## src/rtl/sorted_priority_queue_top_assert.svh

```systemverilog
// ---------------------------------------------------------------------------
// sorted_priority_queue_top_assert.svh
// Assertion macros for the sorted priority queue. Simulation builds get
// concurrent assertions; synthesis builds get empty bodies.
// ---------------------------------------------------------------------------
`ifndef SORTED_PRIORITY_QUEUE_TOP_ASSERT_SVH
`define SORTED_PRIORITY_QUEUE_TOP_ASSERT_SVH

`ifndef SYNTHESIS

// same-cycle implication, sampled on clk, off during reset
`define SPQ_ASSERT_IMPLIES(lbl, ante, cons, msg) \
	lbl: assert property (@(posedge clk) disable iff (!arst_n) (ante) |-> (cons)) \
		else $error(msg);

// next-cycle implication, sampled on clk, off during reset
`define SPQ_ASSERT_NEXT(lbl, ante, cons, msg) \
	lbl: assert property (@(posedge clk) disable iff (!arst_n) (ante) |=> (cons)) \
		else $error(msg);

`else

`define SPQ_ASSERT_IMPLIES(lbl, ante, cons, msg)
`define SPQ_ASSERT_NEXT(lbl, ante, cons, msg)

`endif

`endif

```

## src/rtl/spq_pkg.sv

```systemverilog
// ---------------------------------------------------------------------------
// spq_pkg
// Shared types and constants of the sorted priority queue: field widths,
// opcodes, status codes, controller states and the command/status bundles.
// ---------------------------------------------------------------------------
`default_nettype none

package spq_pkg;

	// field widths
	localparam int unsigned PRIO_W   = 16;
	localparam int unsigned ITEM_W   = 32;
	localparam int unsigned ENTRY_W  = PRIO_W + ITEM_W;
	localparam int unsigned STATUS_W = 2;
	localparam int unsigned OCC_W    = 7;

	// opcodes
	localparam logic OP_INSERT = 1'b0;
	localparam logic OP_DELETE = 1'b1;

	// result status codes
	typedef enum logic [STATUS_W-1:0] {
		STAT_INSERTED  = 2'd0,
		STAT_DELETED   = 2'd1,
		STAT_UNDERFLOW = 2'd2,
		STAT_FULL      = 2'd3
	} status_t;

	// controller states
	typedef enum logic [2:0] {
		ST_IDLE,
		ST_DEL_WAIT,
		ST_INS_SCAN,
		ST_INS_LAST,
		ST_RESULT
	} state_t;

	// logical read index select
	typedef enum logic [1:0] {
		RD_HEAD,
		RD_TAIL,
		RD_PREV
	} rd_sel_t;

	// logical write index select
	typedef enum logic {
		WR_AT_NEXT,
		WR_AT_ZERO
	} wr_at_t;

	// write data select
	typedef enum logic {
		WD_SHIFT,
		WD_NEW
	} wd_sel_t;

	// controller to datapath
	typedef struct packed {
		logic    ld_in;
		logic    rd_en;
		rd_sel_t rd_sel;
		logic    k_ld;
		logic    k_dec;
		logic    wr_en;
		wr_at_t  wr_at;
		wd_sel_t wd_sel;
		logic    cnt_inc;
		logic    cnt_dec;
		logic    head_inc;
		logic    res_ld;
		status_t res_status;
		logic    res_item;
		logic    out_ld;
	} cmd_t;

	// datapath to controller
	typedef struct packed {
		logic empty;
		logic full;
		logic prio_gt;
		logic k_zero;
	} sts_t;

endpackage

`default_nettype wire

```

## src/rtl/spq_ram.sv

```systemverilog
// ---------------------------------------------------------------------------
// spq_ram
// Generic simple dual-port RAM: one write port, one read port with
// registered read data.
// ---------------------------------------------------------------------------
`default_nettype none

module spq_ram #(
	parameter int unsigned WIDTH = 48,
	parameter int unsigned DEPTH = 64
) (
	input  wire logic                     clk,
	input  wire logic                     wr_en,
	input  wire logic [$clog2(DEPTH)-1:0] wr_addr,
	input  wire logic [WIDTH-1:0]         wr_data,
	input  wire logic                     rd_en,
	input  wire logic [$clog2(DEPTH)-1:0] rd_addr,
	output logic      [WIDTH-1:0]         rd_data
);

	logic [WIDTH-1:0] mem_q [DEPTH];

	// write port
	always_ff @(posedge clk) begin
		if (wr_en) begin
			mem_q[wr_addr] <= wr_data;
		end
	end

	// registered read port
	always_ff @(posedge clk) begin
		if (rd_en) begin
			rd_data <= mem_q[rd_addr];
		end
	end

endmodule

`default_nettype wire

```

## src/rtl/spq_dpath.sv

```systemverilog
// ---------------------------------------------------------------------------
// spq_dpath
// Datapath of the sorted priority queue: circular entry store, head and
// count registers, scan index, insert operand latch and result registers.
// ---------------------------------------------------------------------------
`default_nettype none

module spq_dpath #(
	parameter int unsigned CAPACITY = 64
) (
	input  wire logic                                 clk,
	input  wire logic                                 arst_n,
	input  wire spq_pkg::cmd_t                        cmd,
	output spq_pkg::sts_t                             sts,
	input  wire logic signed [spq_pkg::ITEM_W-1:0]    item_value,
	input  wire logic signed [spq_pkg::PRIO_W-1:0]    entry_priority_in,
	output logic             [spq_pkg::STATUS_W-1:0]  status,
	output logic signed      [spq_pkg::ITEM_W-1:0]    removed_item,
	output logic             [spq_pkg::OCC_W-1:0]     occupancy
);

	localparam int unsigned AW = $clog2(CAPACITY);
	localparam int unsigned CW = $clog2(CAPACITY + 1);
	localparam logic [AW:0]   CAP_A = (AW+1)'(CAPACITY);
	localparam logic [CW-1:0] CAP_C = CW'(CAPACITY);
	localparam logic [AW-1:0] LAST_A = AW'(CAPACITY - 1);

	logic [CW-1:0] count_q;
	logic [AW-1:0] head_q;
	logic [AW-1:0] k_q;
	logic signed [spq_pkg::PRIO_W-1:0] prio_q;
	logic        [spq_pkg::ITEM_W-1:0] item_q;

	spq_pkg::status_t           res_status_q;
	logic [spq_pkg::ITEM_W-1:0] res_item_q;

	logic [AW-1:0] tail_idx;
	logic [AW-1:0] rd_log;
	logic [AW-1:0] wr_log;
	logic [AW:0]   rd_sum;
	logic [AW:0]   wr_sum;
	logic [AW-1:0] rd_addr;
	logic [AW-1:0] wr_addr;
	logic [spq_pkg::ENTRY_W-1:0] wr_data;
	logic [spq_pkg::ENTRY_W-1:0] rd_data;
	logic signed [spq_pkg::PRIO_W-1:0] rd_prio;
	logic        [spq_pkg::ITEM_W-1:0] rd_item;

	assign tail_idx = AW'(count_q - CW'(1));
	assign rd_prio  = rd_data[spq_pkg::ENTRY_W-1:spq_pkg::ITEM_W];
	assign rd_item  = rd_data[spq_pkg::ITEM_W-1:0];

	// logical read index
	always_comb begin
		case (cmd.rd_sel)
			spq_pkg::RD_HEAD: rd_log = '0;
			spq_pkg::RD_TAIL: rd_log = tail_idx;
			spq_pkg::RD_PREV: rd_log = k_q - AW'(1);
			default:          rd_log = '0;
		endcase
	end

	// logical write index and data
	always_comb begin
		case (cmd.wr_at)
			spq_pkg::WR_AT_NEXT: wr_log = k_q + AW'(1);
			spq_pkg::WR_AT_ZERO: wr_log = '0;
			default:             wr_log = '0;
		endcase
		case (cmd.wd_sel)
			spq_pkg::WD_SHIFT: wr_data = rd_data;
			spq_pkg::WD_NEW:   wr_data = {prio_q, item_q};
			default:           wr_data = rd_data;
		endcase
	end

	// logical to physical: head offset, wrap at capacity
	always_comb begin
		rd_sum = {1'b0, head_q} + {1'b0, rd_log};
		wr_sum = {1'b0, head_q} + {1'b0, wr_log};
		rd_addr = (rd_sum >= CAP_A) ? AW'(rd_sum - CAP_A) : AW'(rd_sum);
		wr_addr = (wr_sum >= CAP_A) ? AW'(wr_sum - CAP_A) : AW'(wr_sum);
	end

	spq_ram #(
		.WIDTH (spq_pkg::ENTRY_W),
		.DEPTH (CAPACITY)
	) u_store (
		.clk     (clk),
		.wr_en   (cmd.wr_en),
		.wr_addr (wr_addr),
		.wr_data (wr_data),
		.rd_en   (cmd.rd_en),
		.rd_addr (rd_addr),
		.rd_data (rd_data)
	);

	// occupancy and head pointer
	always_ff @(posedge clk or negedge arst_n) begin
		if (!arst_n) begin
			count_q <= '0;
			head_q  <= '0;
		end else begin
			if (cmd.cnt_inc) begin
				count_q <= count_q + CW'(1);
			end else if (cmd.cnt_dec) begin
				count_q <= count_q - CW'(1);
			end
			if (cmd.head_inc) begin
				head_q <= (head_q == LAST_A) ? '0 : head_q + AW'(1);
			end
		end
	end

	// scan index, insert operands, results
	always_ff @(posedge clk) begin
		if (cmd.k_ld) begin
			k_q <= tail_idx;
		end else if (cmd.k_dec) begin
			k_q <= k_q - AW'(1);
		end
		if (cmd.ld_in) begin
			prio_q <= entry_priority_in;
			item_q <= item_value;
		end
		if (cmd.res_ld) begin
			res_status_q <= cmd.res_status;
			res_item_q   <= cmd.res_item ? rd_item : '0;
		end
		if (cmd.out_ld) begin
			status       <= res_status_q;
			removed_item <= res_item_q;
			occupancy    <= spq_pkg::OCC_W'(count_q);
		end
	end

	// status to controller
	assign sts.empty   = (count_q == '0);
	assign sts.full    = (count_q == CAP_C);
	assign sts.prio_gt = (rd_prio > prio_q);
	assign sts.k_zero  = (k_q == '0);

endmodule

`default_nettype wire

```

## src/rtl/spq_ctrl.sv

```systemverilog
// ---------------------------------------------------------------------------
// spq_ctrl
// Controller of the sorted priority queue: input handshake, operation
// sequencing (head read, tail-to-head insertion scan) and output valid.
// ---------------------------------------------------------------------------
`default_nettype none

module spq_ctrl (
	input  wire logic          clk,
	input  wire logic          arst_n,
	input  wire logic          in_valid,
	output logic               in_stall,
	input  wire logic          opcode,
	output logic               out_valid,
	input  wire logic          out_stall,
	output spq_pkg::cmd_t      cmd,
	input  wire spq_pkg::sts_t sts
);

	spq_pkg::state_t state_q;
	spq_pkg::state_t state_nxt;
	logic            out_valid_q;
	logic            slot_free;

	assign in_stall  = (state_q != spq_pkg::ST_IDLE);
	assign out_valid = out_valid_q;
	assign slot_free = !out_valid_q || !out_stall;

	// state register
	always_ff @(posedge clk or negedge arst_n) begin
		if (!arst_n) begin
			state_q <= spq_pkg::ST_IDLE;
		end else begin
			state_q <= state_nxt;
		end
	end

	// output word valid
	always_ff @(posedge clk or negedge arst_n) begin
		if (!arst_n) begin
			out_valid_q <= 1'b0;
		end else if (cmd.out_ld) begin
			out_valid_q <= 1'b1;
		end else if (!out_stall) begin
			out_valid_q <= 1'b0;
		end
	end

	// next state and commands
	always_comb begin
		state_nxt      = state_q;
		cmd            = '0;
		cmd.rd_sel     = spq_pkg::RD_HEAD;
		cmd.wr_at      = spq_pkg::WR_AT_NEXT;
		cmd.wd_sel     = spq_pkg::WD_SHIFT;
		cmd.res_status = spq_pkg::STAT_INSERTED;
		case (state_q)
			spq_pkg::ST_IDLE: begin
				if (in_valid) begin
					cmd.ld_in = 1'b1;
					if (opcode == spq_pkg::OP_DELETE) begin
						if (sts.empty) begin
							cmd.res_ld     = 1'b1;
							cmd.res_status = spq_pkg::STAT_UNDERFLOW;
							state_nxt      = spq_pkg::ST_RESULT;
						end else begin
							cmd.rd_en  = 1'b1;
							cmd.rd_sel = spq_pkg::RD_HEAD;
							state_nxt  = spq_pkg::ST_DEL_WAIT;
						end
					end else if (sts.full) begin
						cmd.res_ld     = 1'b1;
						cmd.res_status = spq_pkg::STAT_FULL;
						state_nxt      = spq_pkg::ST_RESULT;
					end else if (sts.empty) begin
						state_nxt = spq_pkg::ST_INS_LAST;
					end else begin
						cmd.rd_en  = 1'b1;
						cmd.rd_sel = spq_pkg::RD_TAIL;
						cmd.k_ld   = 1'b1;
						state_nxt  = spq_pkg::ST_INS_SCAN;
					end
				end
			end
			// head entry arrives from the store
			spq_pkg::ST_DEL_WAIT: begin
				cmd.res_ld     = 1'b1;
				cmd.res_status = spq_pkg::STAT_DELETED;
				cmd.res_item   = 1'b1;
				cmd.head_inc   = 1'b1;
				cmd.cnt_dec    = 1'b1;
				state_nxt      = spq_pkg::ST_RESULT;
			end
			// walk from the tail, moving larger priorities up one slot
			spq_pkg::ST_INS_SCAN: begin
				cmd.wr_en = 1'b1;
				cmd.wr_at = spq_pkg::WR_AT_NEXT;
				if (sts.prio_gt) begin
					cmd.wd_sel = spq_pkg::WD_SHIFT;
					if (sts.k_zero) begin
						state_nxt = spq_pkg::ST_INS_LAST;
					end else begin
						cmd.rd_en  = 1'b1;
						cmd.rd_sel = spq_pkg::RD_PREV;
						cmd.k_dec  = 1'b1;
					end
				end else begin
					cmd.wd_sel     = spq_pkg::WD_NEW;
					cmd.cnt_inc    = 1'b1;
					cmd.res_ld     = 1'b1;
					cmd.res_status = spq_pkg::STAT_INSERTED;
					state_nxt      = spq_pkg::ST_RESULT;
				end
			end
			// new entry becomes the head
			spq_pkg::ST_INS_LAST: begin
				cmd.wr_en      = 1'b1;
				cmd.wr_at      = spq_pkg::WR_AT_ZERO;
				cmd.wd_sel     = spq_pkg::WD_NEW;
				cmd.cnt_inc    = 1'b1;
				cmd.res_ld     = 1'b1;
				cmd.res_status = spq_pkg::STAT_INSERTED;
				state_nxt      = spq_pkg::ST_RESULT;
			end
			spq_pkg::ST_RESULT: begin
				if (slot_free) begin
					cmd.out_ld = 1'b1;
					state_nxt  = spq_pkg::ST_IDLE;
				end
			end
			default: begin
				state_nxt = spq_pkg::ST_IDLE;
			end
		endcase
	end

endmodule

`default_nettype wire

```

## src/rtl/sorted_priority_queue_top.sv

```systemverilog
// ---------------------------------------------------------------------------
// sorted_priority_queue_top
// Bounded priority queue of (item, priority) entries kept in ascending
// priority order; equal priorities leave in arrival order.
//
// Input channel (in_valid/in_stall): one word per operation, opcode 0
// inserts (item_value, entry_priority_in), opcode 1 removes the head.
// Output channel (out_valid/out_stall): one word per operation with status,
// removed_item (zero unless a head was removed) and occupancy afterwards.
// An underflow or a full reject goes straight to the result; a delete reads
// the head entry from the store; an insert walks from the tail toward the
// head, one store read and one store write per cycle, past every entry of
// higher priority value, then writes the new entry. One operation is in
// flight at a time; the next word is taken only once the result has been
// loaded onto the output.
// Entries live in a circular single-port-read/single-port-write RAM;
// a delete only moves the head pointer.
// Reset empties the queue at once; the store contents are not cleared.
// While the receiver stalls, the finished word holds on the output and
// the next operation may be accepted and worked up to its own result.
// ---------------------------------------------------------------------------
`default_nettype none

`include "sorted_priority_queue_top_assert.svh"

module sorted_priority_queue_top #(
	parameter int unsigned CAPACITY = 64
) (
	input  wire logic                                clk,
	input  wire logic                                arst_n,
	input  wire logic                                in_valid,
	output logic                                     in_stall,
	input  wire logic                                opcode,
	input  wire logic signed [spq_pkg::ITEM_W-1:0]   item_value,
	input  wire logic signed [spq_pkg::PRIO_W-1:0]   entry_priority_in,
	output logic                                     out_valid,
	input  wire logic                                out_stall,
	output logic             [spq_pkg::STATUS_W-1:0] status,
	output logic signed      [spq_pkg::ITEM_W-1:0]   removed_item,
	output logic             [spq_pkg::OCC_W-1:0]    occupancy
);

	spq_pkg::cmd_t cmd;
	spq_pkg::sts_t sts;

	spq_ctrl u_ctrl (
		.clk       (clk),
		.arst_n    (arst_n),
		.in_valid  (in_valid),
		.in_stall  (in_stall),
		.opcode    (opcode),
		.out_valid (out_valid),
		.out_stall (out_stall),
		.cmd       (cmd),
		.sts       (sts)
	);

	spq_dpath #(
		.CAPACITY (CAPACITY)
	) u_dpath (
		.clk               (clk),
		.arst_n            (arst_n),
		.cmd               (cmd),
		.sts               (sts),
		.item_value        (item_value),
		.entry_priority_in (entry_priority_in),
		.status            (status),
		.removed_item      (removed_item),
		.occupancy         (occupancy)
	);

	// checks
	`SPQ_ASSERT_IMPLIES(a_no_inc_full, cmd.cnt_inc, !sts.full, "insert into full store")
	`SPQ_ASSERT_IMPLIES(a_no_dec_empty, cmd.cnt_dec, !sts.empty, "delete from empty store")
	`SPQ_ASSERT_NEXT(a_busy_after_accept, in_valid && !in_stall, in_stall, "accept while busy")
	`SPQ_ASSERT_IMPLIES(a_removed_zero, out_valid && (status != spq_pkg::STAT_DELETED), removed_item == '0, "removed item not zero")

endmodule

`default_nettype wire

```

## config.mk

```make
export PLATFORM = sky130hd
export DESIGN_NAME = sorted_priority_queue_top
export DESIGN_NICKNAME = d
export VERILOG_FILES = /design/src/rtl/spq_pkg.sv /design/src/rtl/spq_ram.sv /design/src/rtl/spq_dpath.sv /design/src/rtl/spq_ctrl.sv /design/src/rtl/sorted_priority_queue_top.sv
export VERILOG_INCLUDE_DIRS = /design/src /design/src/rtl
export SDC_FILE = /design/constraint.sdc
export NUM_CORES = 2
export LEC_CHECK = 0
export ABC_AREA = 0
export BUFFER_PORTS_ARGS = -buffer_cell sky130_fd_sc_hd__buf_4
export CORE_AREA = 3 3 532 534
export DETAILED_ROUTE_END_ITERATION = 8
export DIE_AREA = 0 0 535 537
export PLACE_DENSITY_LB_ADDON = 0.15
export SLEW_MARGIN = 20
export SYNTH_ARGS = -nofsm -noshare
export SYNTH_HDL_FRONTEND = slang
export SYNTH_SLANG_ARGS = --single-unit
```

## constraint.sdc

```tcl
create_clock -name clk -period 9.8 [get_ports clk]
set_clock_uncertainty 0.05 [all_clocks]
set_input_delay 1.96 -clock clk [delete_from_list [all_inputs] [get_ports clk]]
set_output_delay 1.96 -clock clk [all_outputs]
set_load 0.1 [all_outputs]
```

### After elaboration in Yosys (flattened, before gate mapping)

Memory sizes are Yosys's and may differ from the RTL's. A register that Yosys moved wholly into a read port is not among the register bits.
Cells that the tools add are included.

| word-level totals | value |
|---|---|
| flip-flop bits (word level) | 146 |
| RAM bits | 3072 |
| input bits | 53 |
| output and inout bits | 43 |
| logic and storage cells | 99 |
| memories | 1 |

Memories:

| name | depth | bits a word | rd ports | clocked after Yosys merged registers in | wr ports | line | source |
|---|---|---|---|---|---|---|---|
| u_dpath.u_store.mem_q | 64 | 48 | 1 | 1 | 1 | spq_ram.sv:21 | `logic [WIDTH-1:0] mem_q [DEPTH];` |

| cells by class | value |
|---|---|
| add/sub/neg operators | 9 |
| order comparisons | 3 |
| eq/ne operators | 12 |
| multiplexer cells | 49 |
| bitwise gates (word level) | 2 |
| reduce and logical (&&, ||, !) cells | 11 |

Operator list:

| kind | number |
|---|---|
| 48-bit case mux with 2 select lines | 1 |
| 3-bit two-way mux | 16 |
| 6-bit two-way mux | 5 |
| 3-bit case mux with 4 select lines | 2 |
| 6-bit case mux with 2 select lines | 2 |
| 6-bit by 1-bit subtractor with 6-bit output, second input constant | 3 |
| 16-bit > comparator | 1 |
| 1-bit two-way mux | 15 |
| 6-bit by 6-bit adder with 7-bit output | 2 |
| 7-bit >= comparator, second input constant | 2 |
| 7-bit two-way mux | 2 |
| 6-bit by 1-bit adder with 6-bit output, second input constant | 2 |
| 4-bit two-way mux | 2 |
| 4-bit case mux with 2 select lines | 1 |
| 7-bit by 1-bit adder with 7-bit output, second input constant | 1 |
| 7-bit equality test, second input constant | 1 |
| 7-bit zero test | 1 |
| 7-bit by 1-bit subtractor with 7-bit output, second input constant | 1 |
| 3-bit by 2-bit equality test with 1-bit output, second input constant | 2 |
| 6-bit equality test, second input constant | 1 |
| 6-bit zero test | 1 |
| 3-bit case mux with 2 select lines | 1 |
| 5-bit two-way mux | 1 |
| 2-bit by 1-bit != test with 1-bit output, second input constant | 2 |
| other kinds (15) | 18 |

### Longest topological paths before layout

| logic depth | value |
|---|---|
| depth after elaboration | 11 |
| gate-level depth with buffers | 25 |
| mapped depth without buffers | 22 |

### Hierarchy

Synthesis repeated with hierarchy kept, for this count alone.

| second synthesis, totals | value |
|---|---|
| cell total of the unflattened synthesis | 5475 |
| area, all modules | 124524.4 sq um |

By module, submodules not included:

| module | instances | cells an instance | area each (sq um) | sequential area each (sq um) |
|---|---|---|---|---|
| spq_ram | 1 | 4970 | 117597.8 | 93689.9 |
| spq_dpath | 1 | 460 | 6583.8 | 4199.0 |
| spq_ctrl | 1 | 45 | 342.8 | 100.1 |

### Worst setup path before layout

Ideal clock, no wire load.

| timing | value |
|---|---|
| path kind | input to register |
| from | in opcode |
| to | reg u_dpath.u_store.rd_data[0] (read register of u_dpath.u_store.mem_q), enable pin |
| setup time | 0.520 ns |
| data arrival time | 5.638 ns |
| required time | 9.230 ns |
| path slack | 3.592 ns |
| stages | 3 |
| path buffers | 1 |
| path through | buf_1 > a21oi_1 > o21ai_0 |

RTL lines:

| what | line | source |
|---|---|---|
| start, declared | sorted_priority_queue_top.sv:33 | `input wire logic opcode,` |
| end, declared | spq_ram.sv:18 | `output logic [WIDTH-1:0] rd_data` |

### Worst setup path in the final report

| timing | value |
|---|---|
| from | reg u_dpath.u_store.rd_data[37] (read register of u_dpath.u_store.mem_q) |
| to | reg u_dpath.u_store.rd_data[42] (read register of u_dpath.u_store.mem_q), data pin |

| between the ends | value |
|---|---|
| longest elaborated chain between the ends | 8 |
| elaborated cells on any way between the ends | 10 |
| classes of those cells | 2 x add/sub; 2 x order compare; 2 x eq/ne; 4 x mux |

RTL lines:

| what | line | source |
|---|---|---|
| 16-bit > comparator (*) | spq_dpath.sv:140 | `assign sts.prio_gt = (rd_prio > prio_q);` |
| 3-bit two-way mux (*) | spq_ctrl.sv:98 | `if (sts.prio_gt) begin` |
| 3-bit case mux with 2 select lines (*) | spq_ctrl.sv:57 | `case (state_q)` |
| 2-bit equality test or 2-bit by 1-bit equality test with 1-bit output (tied branches) | spq_dpath.sv:55 | `case (cmd.rd_sel)` |
| 6-bit case mux with 2 select lines | spq_dpath.sv:55 |  |
| 6-bit by 6-bit adder with 7-bit output | spq_dpath.sv:79 | `rd_sum = {1'b0, head_q} + {1'b0, rd_log};` |
| 6-bit by 1-bit subtractor with 6-bit output or 7-bit >= comparator (tied branches) | spq_dpath.sv:81 | `rd_addr = (rd_sum >= CAP_A) ? AW'(rd_sum - CAP_A) : AW'(rd_sum);` |
| 6-bit two-way mux | spq_dpath.sv:81 |  |

Mark *: on every way between the ends. The rest lies on a longest branch, timed or not.
A chain may end at the register's enable or synchronous reset.

==> key figures <==
Global route
  – First-pass GRT wire length: 503 mm
  – GRT Total Usage: 24.9%
  – Grt total ovfl: 0
  – Initial antenna violation count: 13
  – Vias in the first global route: 63502
  – Largest net degree at the start of global routing: 98

Power
  – Pwr Density: 342 nW/µm²
  – Seq pwr share: 40.1%
  – Total Power: 49000 µW
  – LEAKAGE: 0.0456 µW
  – Comb pwr share: 33.7%
  – Net Sw Power: 16700 µW
  – Net Sw Frac: 34.1%
  – Internal: roughly 32000 µW
  – Max rail drop VDD: 0.287 mV
  – Clock share of power: 26.2%

Worst setup path
  – Data arrival, critical path: 7.87 ns
  – Crit path capture type: flop
  – CP Data Required Time: 10.39 ns
  – Worst setup SP type: flop
  – Worst reg2reg setup slack: 2.52 ns
  – CP Class: flop to flop
  – Worst-path maximum fanout: 39

STA
  – Setup TNS Final: 0 ns
  – Max-slew violation count: 0
  – Max-slew headroom: between 20 and 25%
  – Setup violators final: 0
  – Final hold viol count: 0
  – FMAX: 137 MHz
  – Worst-margin pin slew: roughly 1.2 ns
  – Fin Hold WS: 0.351 ns
  – RSZ-0062 raised after global routing: no
  – Tcrit/Tclk final: 74.3%
  – Fin crit period: 7.28 ns

Synthesis
  – Asr flop ratio synth: less than 1%
  – Syn Area/Cell: 21.0 µm²
  – Post-synth EDFFs: 3249
  – Post-synth cell types: 50
  – Post-Synthesis Cells: 5971
  – Primary FF master, synth: edfxtp_1
  – Register area share after synthesis: a little under 80%
  – Mapped cell area: 125000 µm²
  – Yosys warnings: 0
  – Synth Register Bits: roughly 3300
  – Syn_nets: 6060

Drt
  – Initial DRC Count: 7786
  – DR pass1 iterations: 6
  – DR WL/cell: about 35 µm
  – Final WL: 360 mm
  – Vias per cell: 6.08
  – Antenna violation net count after detailed routing: 0
  – Drt drc: 0
  – Vias: 62909

Placement
  – Placed cell count: 9723
  – Dpl hpwl: around 190 mm
  – Gp weighted congestion: 0.780
  – Input/output buffers: 95

Worst hold path
  – Hold/Removal Path Class: flop to flop

Floorplanning
  – # rows: about 190
  – DIE HEIGHT: between 500 and 600 µm
  – Die width: 535 µm
  – Core footprint: 279000 µm²
  – Starting Density: 44.9%
  – I/O Pins: between 90 and 100
  – Total die area: 287000 µm²

Clocking
  – TritonCTS Buffers: 342
  – Hold Buf Count CTS: 0
  – Total clock sinks: 3266
  – H-tree depth: 5
  – Post-CTS resize count: 0
  – Clk_lat worst skew: 0.93 ns
  – Clk root buf: clkbuf_16
  – Clock-pin slew on the worst setup and hold paths: 0.06 ns
  – CTS tree: yes
  – Clock tree buffer depth: 4
  – Post-CTS setup buffers: 0

Finish
  – Nets@finish: 6432
  – Area taken by multi-input logic gates: around 27000 µm²
  – Share of cells above drive strength 1: 25.0%
  – Layout Cells excl Fill: 10346
  – FILL cells: 21937
  – Register area: 98000 µm²
  – Layout area overhead: 14.3%
  – Layout Utilization: 51.3%

Run
  – Max-cap viol count: 0

Run status
  – Status: complete, no violations
## synth_stat cells, types with 34 or more instances
cell | number | share of area [%]
nand3_1 | 345 | 1.4
a32oi_1 | 48 | 0.34
mux4_2 | 768 | 14
nor2_1 | 102 | 0.31
mux2_1 | 47 | 0.42
ha_1 | 34 | 0.34
and2_1 | 35 | 0.17
clkbuf_1 | 176 | 0.53
mux2i_1 | 98 | 0.78
buf_2 | 86 | 0.34
nand4_1 | 54 | 0.27
buf_1 | 46 | 0.14
nand2_1 | 703 | 2.1
edfxtp_1 | 3249 | 78
## power by group through the flow
stage / clock network [µW] / registers (µW) / logic [µW]
floorplan: 0 / 20000 / 10300
global placement: 0 / 19900 / 16400
detailed placement: 0 / 19900 / 16600
CTS: 13000 / 19600 / 16600
global route: 13600 / 19700 / 17600
finish: 12900 / 19600 / 16500
## worst paths after layout
| path | from | endpoint | cells past startpoint |
|---|---|---|---|
| setup / recovery | u_dpath.u_store.rd_data[37] | u_dpath.u_store.rd_data[42] | 20 |
| hold / removal | u_dpath.res_item_q[5] | u_dpath.removed_item[5] | 0 |
| setup reg to reg | u_dpath.u_store.rd_data[37] | u_dpath.u_store.rd_data[42] | 20 |
| hold reg to reg | u_dpath.res_item_q[5] | u_dpath.removed_item[5] | 0 |
| max in group asynchronous | arst_n | u_dpath.head_q[4] | 1 |
| min in group asynchronous | arst_n | u_dpath.head_q[0] | 1 |
## logic make-up after synthesis
family / count (synthesis) / synth area share, %
AOI/OAI and AO/OA: 103 / 0.613
xor gates and xnor gates: 37 / 0.270
adders and majority gates: 36 / 0.371
buffers and inverters: 346 / 1.15
DFF: 3266 / 78.2
muxes: 914 / 15.0
and+or+nand+nor: 1269 / 4.39
## stage by stage
step	worst slack [ns]	area, µm²
3_5_place_dp	2.08	132000
3_3_place_gp	2.17	132000
5_1_grt	2.32	143000
6_report	2.52	143000
2_1_floorplan	3.59	125000
4_1_cts	2.65	143000
## area by class of cell
type                            instances  area share (%)
Clock inverter                        179            1.24
Antenna cell                            4         0.00699
Timing Repair Buffer                  340            2.05
Tap cell                             3724            3.25
Sequential cell                      3266            68.4
Multi-Input combinational cell       2359            18.5
Inverter                               34          0.0900
Clock buffer                          440            6.42
## placed cells by master, fill, tap and decap left out, drive strengths merged, types with 4 or more instances in the layout
| cell type | count |
|---|---|
| mux2 | 48 |
| buf | 340 |
| and3 | 4 |
| clkinvlp | 4 |
| dfrtp | 17 |
| o21ai | 7 |
| nand2 | 703 |
| a22oi | 6 |
| a32oi | 48 |
| xnor2 | 23 |
| nor2b | 6 |
| mux4 | 768 |
| mux2i | 98 |
| bufinv | 32 |
| a21o | 4 |
| and2 | 35 |
| diode | 4 |
| nor3 | 6 |
| edfxtp | 3249 |
| xor2 | 13 |
| nand3 | 345 |
| clkinv | 131 |
| clkbuf | 440 |
| nand2b | 5 |
| or3 | 5 |
| nor2 | 102 |
| ha | 34 |
| a21oi | 22 |
| inv | 46 |
| nand4 | 54 |
## critical path, cell delays in order, from the launching register on
cell	delay (ns)
edfxtp_1	0.62
ha_1	0.41
a21o_1	0.12
nand3_1	0.08
a2111oi_0	0.67
a211o_1	0.32
nand3_1	0.18
nand2b_1	0.31
ha_1	0.41
nor2_1	0.21
ha_4	0.16
inv_1	0.05
fa_4	0.55
nand2b_1	0.18
a21oi_1	0.16
xnor2_1	0.31
and2_4	0.93
buf_4	0.53
nand3_1	0.20
nand4_1	0.35
mux2i_1	0.12
## per-layer routing
layer | wire (µm) | global-route usage (%) | vias up
met4 | 10700 | 7.03 | 0
met5 | 0 | 0 | -
met1 | 148000 | 35.5 | 34422
met2 | 175000 | 40.6 | 2765
li1 | - | - | 25225
met3 | 25900 | 3.50 | 497
## sequential cells by signal (all words and copies together) (netlist names), 2 cells and up
signal,count
u_ctrl.state_q,3
u_dpath.count_q,7
u_dpath.head_q,6
u_dpath.item_q,32
u_dpath.k_q,6
u_dpath.occupancy,7
u_dpath.prio_q,16
u_dpath.removed_item,32
u_dpath.res_item_q,32
u_dpath.res_status_q,2
u_dpath.status,2
u_dpath.u_store.mem_q,3072
u_dpath.u_store.rd_data,48
Note: power is estimated with default switching activity, not from simulation.
